**src/design/cmeq_pkg.sv**
```systemverilog
// shared constants for the cube-map to equirectangular remap pipeline
// fixed-point formats, size limits and angle widths
// no dependencies
package cmeq_pkg;

  // internal fixed point: signed, 24 fraction bits
  localparam int FB   = 24;
  localparam int ONE  = 1 << FB;
  localparam int HALF = 1 << (FB - 1);

  // size limits and output format
  localparam int MAX_FACE        = 2048;
  localparam int MAX_EQUI_HEIGHT = 4096;
  localparam int OUT_FRAC_BITS   = 8;
  localparam int RND_SH          = FB - OUT_FRAC_BITS;

  // widths of the cube point and of an angle in turns
  localparam int QW = 26;
  localparam int ZW = 26;

  // atan2 unit: one pre-rotation stage plus ten stages of two micro-rotations
  localparam int CORDIC_STG = 10;
  localparam int CORDIC_LAT = CORDIC_STG + 1;

endpackage

```
**src/design/cmeq_cordic.sv**
```systemverilog
// pipelined cordic atan2, result in turns with 24 fraction bits
// half-turn pre-rotation for a negative x, atan2(0,0) gives zero
// depends on cmeq_pkg
module cmeq_cordic import cmeq_pkg::*; (
  input  logic                 clk_i,
  input  logic signed [QW-1:0] y_i,
  input  logic signed [QW-1:0] x_i,
  output logic signed [ZW-1:0] z_o
);

  localparam int CW = 28;

  typedef struct packed {
    logic signed [CW-1:0] x;
    logic signed [CW-1:0] y;
    logic signed [ZW-1:0] z;
  } rot_t;

  // atan(2^-i) in turns
  function automatic logic signed [ZW-1:0] turn(input int i);
    logic signed [ZW-1:0] t;
    case (i)
      0:  t = ZW'(2097152);
      1:  t = ZW'(1238021);
      2:  t = ZW'(654136);
      3:  t = ZW'(332050);
      4:  t = ZW'(166669);
      5:  t = ZW'(83416);
      6:  t = ZW'(41718);
      7:  t = ZW'(20860);
      8:  t = ZW'(10430);
      9:  t = ZW'(5215);
      10: t = ZW'(2608);
      11: t = ZW'(1304);
      12: t = ZW'(652);
      13: t = ZW'(326);
      14: t = ZW'(163);
      15: t = ZW'(81);
      16: t = ZW'(41);
      17: t = ZW'(20);
      18: t = ZW'(10);
      19: t = ZW'(5);
      default: t = '0;
    endcase
    return t;
  endfunction

  function automatic rot_t rot(input rot_t s, input int i);
    rot_t o;
    logic signed [CW-1:0] sx, sy, xs, ys;
    logic signed [ZW-1:0] sz;
    sx = s.x;
    sy = s.y;
    sz = s.z;
    xs = sx >>> i;
    ys = sy >>> i;
    if (sy > 0) begin
      o.x = sx + ys;
      o.y = sy - xs;
      o.z = sz + turn(i);
    end else begin
      o.x = sx - ys;
      o.y = sy + xs;
      o.z = sz - turn(i);
    end
    return o;
  endfunction

  rot_t pre_d;
  logic zero_d;
  rot_t st_q [CORDIC_STG+1];
  logic zf_q [CORDIC_STG+1];

  // half-turn pre-rotation
  always_comb begin
    zero_d = (x_i == '0) && (y_i == '0);
    if (x_i < 0) begin
      pre_d.x = -CW'(x_i);
      pre_d.y = -CW'(y_i);
      pre_d.z = (y_i >= 0) ? ZW'(HALF) : -ZW'(HALF);
    end else begin
      pre_d.x = CW'(x_i);
      pre_d.y = CW'(y_i);
      pre_d.z = '0;
    end
  end

  always_ff @(posedge clk_i) begin
    st_q[0] <= pre_d;
    zf_q[0] <= zero_d;
    for (int k = 1; k <= CORDIC_STG; k++) begin
      st_q[k] <= rot(rot(st_q[k-1], 2*k-2), 2*k-1);
      zf_q[k] <= zf_q[k-1];
    end
  end

  assign z_o = zf_q[CORDIC_STG] ? '0 : st_q[CORDIC_STG].z;

endmodule

```
**config.mk**
```make
export PLATFORM = sky130hd
export DESIGN_NAME = cmeq_cordic
export DESIGN_NICKNAME = d
export VERILOG_FILES = /design/src/design/cmeq_pkg.sv /design/src/design/cmeq_cordic.sv
export SDC_FILE = /design/constraint.sdc
export NUM_CORES = 2
export LEC_CHECK = 0
export BUFFER_PORTS_ARGS = -buffer_cell sky130_fd_sc_hd__buf_2
export CORE_ASPECT_RATIO = 1.4
export CORE_MARGIN = 2
export CORE_UTILIZATION = 43
export DETAILED_ROUTE_END_ITERATION = 8
export HOLD_SLACK_MARGIN = 0.02
export PLACE_DENSITY = 0.6
export SLEW_MARGIN = 40
export SYNTH_ARGS = -nofsm -noshare
export SYNTH_HDL_FRONTEND = slang
export SYNTH_SLANG_ARGS = --single-unit
```
**constraint.sdc**
```tcl
create_clock -name clk_i -period 14 [get_ports clk_i]
set_input_delay 2.8 -clock clk_i [delete_from_list [all_inputs] [get_ports clk_i]]
set_output_delay 2.8 -clock clk_i [all_outputs]
set_load 0.05 [all_outputs]
```
==> flow_summary.ini <==
[synthesis]
ys.flop_type = dfxtp_1
ys_ff_latch = 786
ys_types = 119
synthesis.area_um2 = 101000
ys_seq_area_frac = 0.155
synth_enable_flop_cells = 0
yosysWarnings = 0
yosysTopAreaCell = ha_1
synthTopCellsByArea = ha_1 (19%), dfxtp_1 (16%), xnor2_1 (11%)
async_flop_share = 0
synth_top_area_frac = 0.185
postSynthCellCount = 13200
avgSynthCellArea_um2 = 7.69

[cts]
cts_tree = done
insertion_delay_ps = 740
postCtsHoldBufs = 0
cts.sinks = 786
htree_levels = 3
cts_buffer_depth = 3
post_cts_resized = 0
numCtsBuffers = 92
path_clk_slew_ps = 60
postCtsSetupBuffers = 0
root_buffer = clkbuf_16

[outcome]
status = finished, final reports clean

[sta]
setup_ws_ps = 2280
rsz0062_at_grt = no
final_max_slew_viol_count = 0
slew_headroom = 0.386
skew_ps = 55.0
tns_ps = 0
setup_violations = 0
fin_crit_ps = 11720
tightest_slew_ps = 913
hold_violations = 0
fin_crit_sh = 0.837
fmax_ghz = 0.0853

[floorplan]
io_pins = 79
rows = 210
initial_core_util = 0.433
core_area_um2 = 234000
die_w_um = 414
die_area_um2 = 240000
fp.dieH_um = 579

[critical_path]
cp-end-kind = flop
r2r-start = st_q[1][33]
cp-start-kind = flop
r2r_cells = 40
cp.arrival_ps = 12340
cp_slowest_stage_delay_ps = 620
r2r_setup_slack_ps = 2280
r2r-end = st_q[2][52]
path_class = reg2reg
critPathMaxFanout = 48
slowest_stage = or4b_1
worstPathRequired_ps = 14620

[placed_design]
finalWeightedCongestion = 0.951
pre_cts_slack_ps = 2520
dpl.hpwl_mm = 251
numPlacedInstances = 16200
port_buffers = 78

[routing]
drc = 0
vias_per_cell = 5.76
totalWireLength_mm = 300
drt_pass1_iterations = 7
initialDrtViolationCount = 5302
num_vias = 94300
wl_per_cell_um = 18.4
ant_nets = 0

[final_layout]
syn_to_final_growth_pct = 7.41
fin_nets = 14800
final-instance-count-excl-fill = 16400
drive_gt1_frac = 0.0446

[hold_path]
holdPathEnd = zf_q[8]
hold_class = reg2reg
worstHoldStart = zf_q[7]
whs_path_depth = 0

[run]
drv_cap = 0

[global_route]
track_usage = 0.241
grt_pass1_wl_mm = 476
antenna_found_initial = 2
grt_pass1_vias = 90600
grt_overflow_total = 0
grt_max_degree = 67
[worst max-delay path by stage]
stage,start,end,slack [ps]
after floorplan,st_q[2][38],st_q[3][52],4010
after global routing,st_q[1][33],st_q[2][52],1480
after detailed placement,st_q[1][33],st_q[2][53],2520
after CTS,st_q[1][33],st_q[2][53],2490
after global placement,st_q[1][33],st_q[2][53],2490
final,st_q[1][33],st_q[2][52],2280
[metal layers]
metal | global-route usage | routed length [um] | vias to the layer above
li1 | - | - | 48100
met4 | 0.117 | 15500 | 0
met5 | 0 | 0 | -
met3 | 0.0202 | 9040 | 571
met2 | 0.457 | 152000 | 1658
met1 | 0.269 | 124000 | 44000
[per-stage QoR]
step / cell area, um^2 / hold WS (ps) / util
5_1_grt: 109000 / 340 / 0.465
3_5_place_dp: 106000 / 312 / 0.451
2_1_floorplan: 101000 / 310 / -
4_1_cts: 109000 / 328 / 0.465
6_report: 109000 / 321 / 0.465
3_3_place_gp: 105000 / 311 / 0.450
[cells by family (layout without fill, tap and decap cells)]
family	Yosys count	after routing	share of synthesized area
flip-flops	786	786	0.155
XOR/XNOR	1723	1723	0.150
AND/OR/NAND/NOR	4238	4238	0.209
adder cells (fa/ha/maj)	1559	1559	0.197
AO/OA/AOI/OAI	3836	3836	0.246
multiplexers	63	63	0.00642
buffers and inverters	977	1084	0.0372
other	1	3	0.0000370
[cells in the mapped netlist (115+ instances only)]
cell and instances:
a211oi_1 125, a21o_1 363, a21oi_1 1021, a31oi_1 146
and2_1 115, and3_1 151, clkbuf_1 173, dfxtp_1 786
ha_1 1500, inv_1 744, nand2_1 863, nand2b_1 205
nand3_1 306, nor2_1 1153, nor2b_1 244, nor3_1 458
nor4_1 121, o21a_1 196, o21ai_0 846, o21bai_1 154
o31ai_1 175, or3_1 185, xnor2_1 1240, xor2_1 475
[cells in the final DEF (no fill, tap or decap), types with 46 or more instances in the layout]
cell | Yosys | layout
nand4_1 | 82 | 82
a211oi_1 | 125 | 124
a21o_1 | 363 | 362
o31ai_1 | 175 | 175
o211ai_1 | 96 | 96
o21ai_0 | 846 | 843
ha_1 | 1500 | 1500
nor4_1 | 121 | 118
nor2b_1 | 244 | 243
o21bai_1 | 154 | 154
o21a_1 | 196 | 195
buf_4 | 7 | 79
nor2_1 | 1153 | 1148
nor3_1 | 458 | 454
a21oi_1 | 1021 | 1019
nand2_1 | 863 | 863
inv_1 | 744 | 744
or3_1 | 185 | 185
xnor2_1 | 1240 | 1238
o41ai_1 | 90 | 84
fa_1 | 57 | 57
dfxtp_1 | 786 | 786
and3_1 | 151 | 151
or4_1 | 73 | 73
and2_1 | 115 | 115
buf_2 | 21 | 77
nand2b_1 | 205 | 205
xor2_1 | 475 | 475
a211o_1 | 46 | 46
nand3_1 | 306 | 306
mux2i_1 | 49 | 49
a21boi_0 | 63 | 63
or2_2 | 94 | 94
clkbuf_16 | 0 | 93
a31oi_1 | 146 | 143
[registers in the layout, indices dropped and copies added, names as in the netlist]
signal / flops
st_q: 775
zf_q: 11
[critical path, delay by kind of cell, from the launching register on]
| family | cells | cell delay (ps) |
|---|---|---|
| AOI/OAI and AO/OA | 18 | 4590 |
| xor gates and xnor gates | 2 | 330 |
| adders and majority gates | 2 | 660 |
| buffers and inverters | 4 | 1310 |
| DFF | 1 | 370 |
| and+or+nand+nor | 14 | 4230 |
[final cells by class]
type | count | area [um^2]
multi-input cells | 11400 | 82200
fillers | 23800 | 125000
diodes | 1 | 2.50
well taps | 3074 | 3850
flip-flops and latches | 786 | 15700
clock buffers | 116 | 2540
clock inverters | 54 | 798
inverters | 758 | 2850
repair buffers | 156 | 978
Power is left out: the tool's default activity adds up to more than one toggle a clock period on the data nets, which glitch-free logic cannot reach.
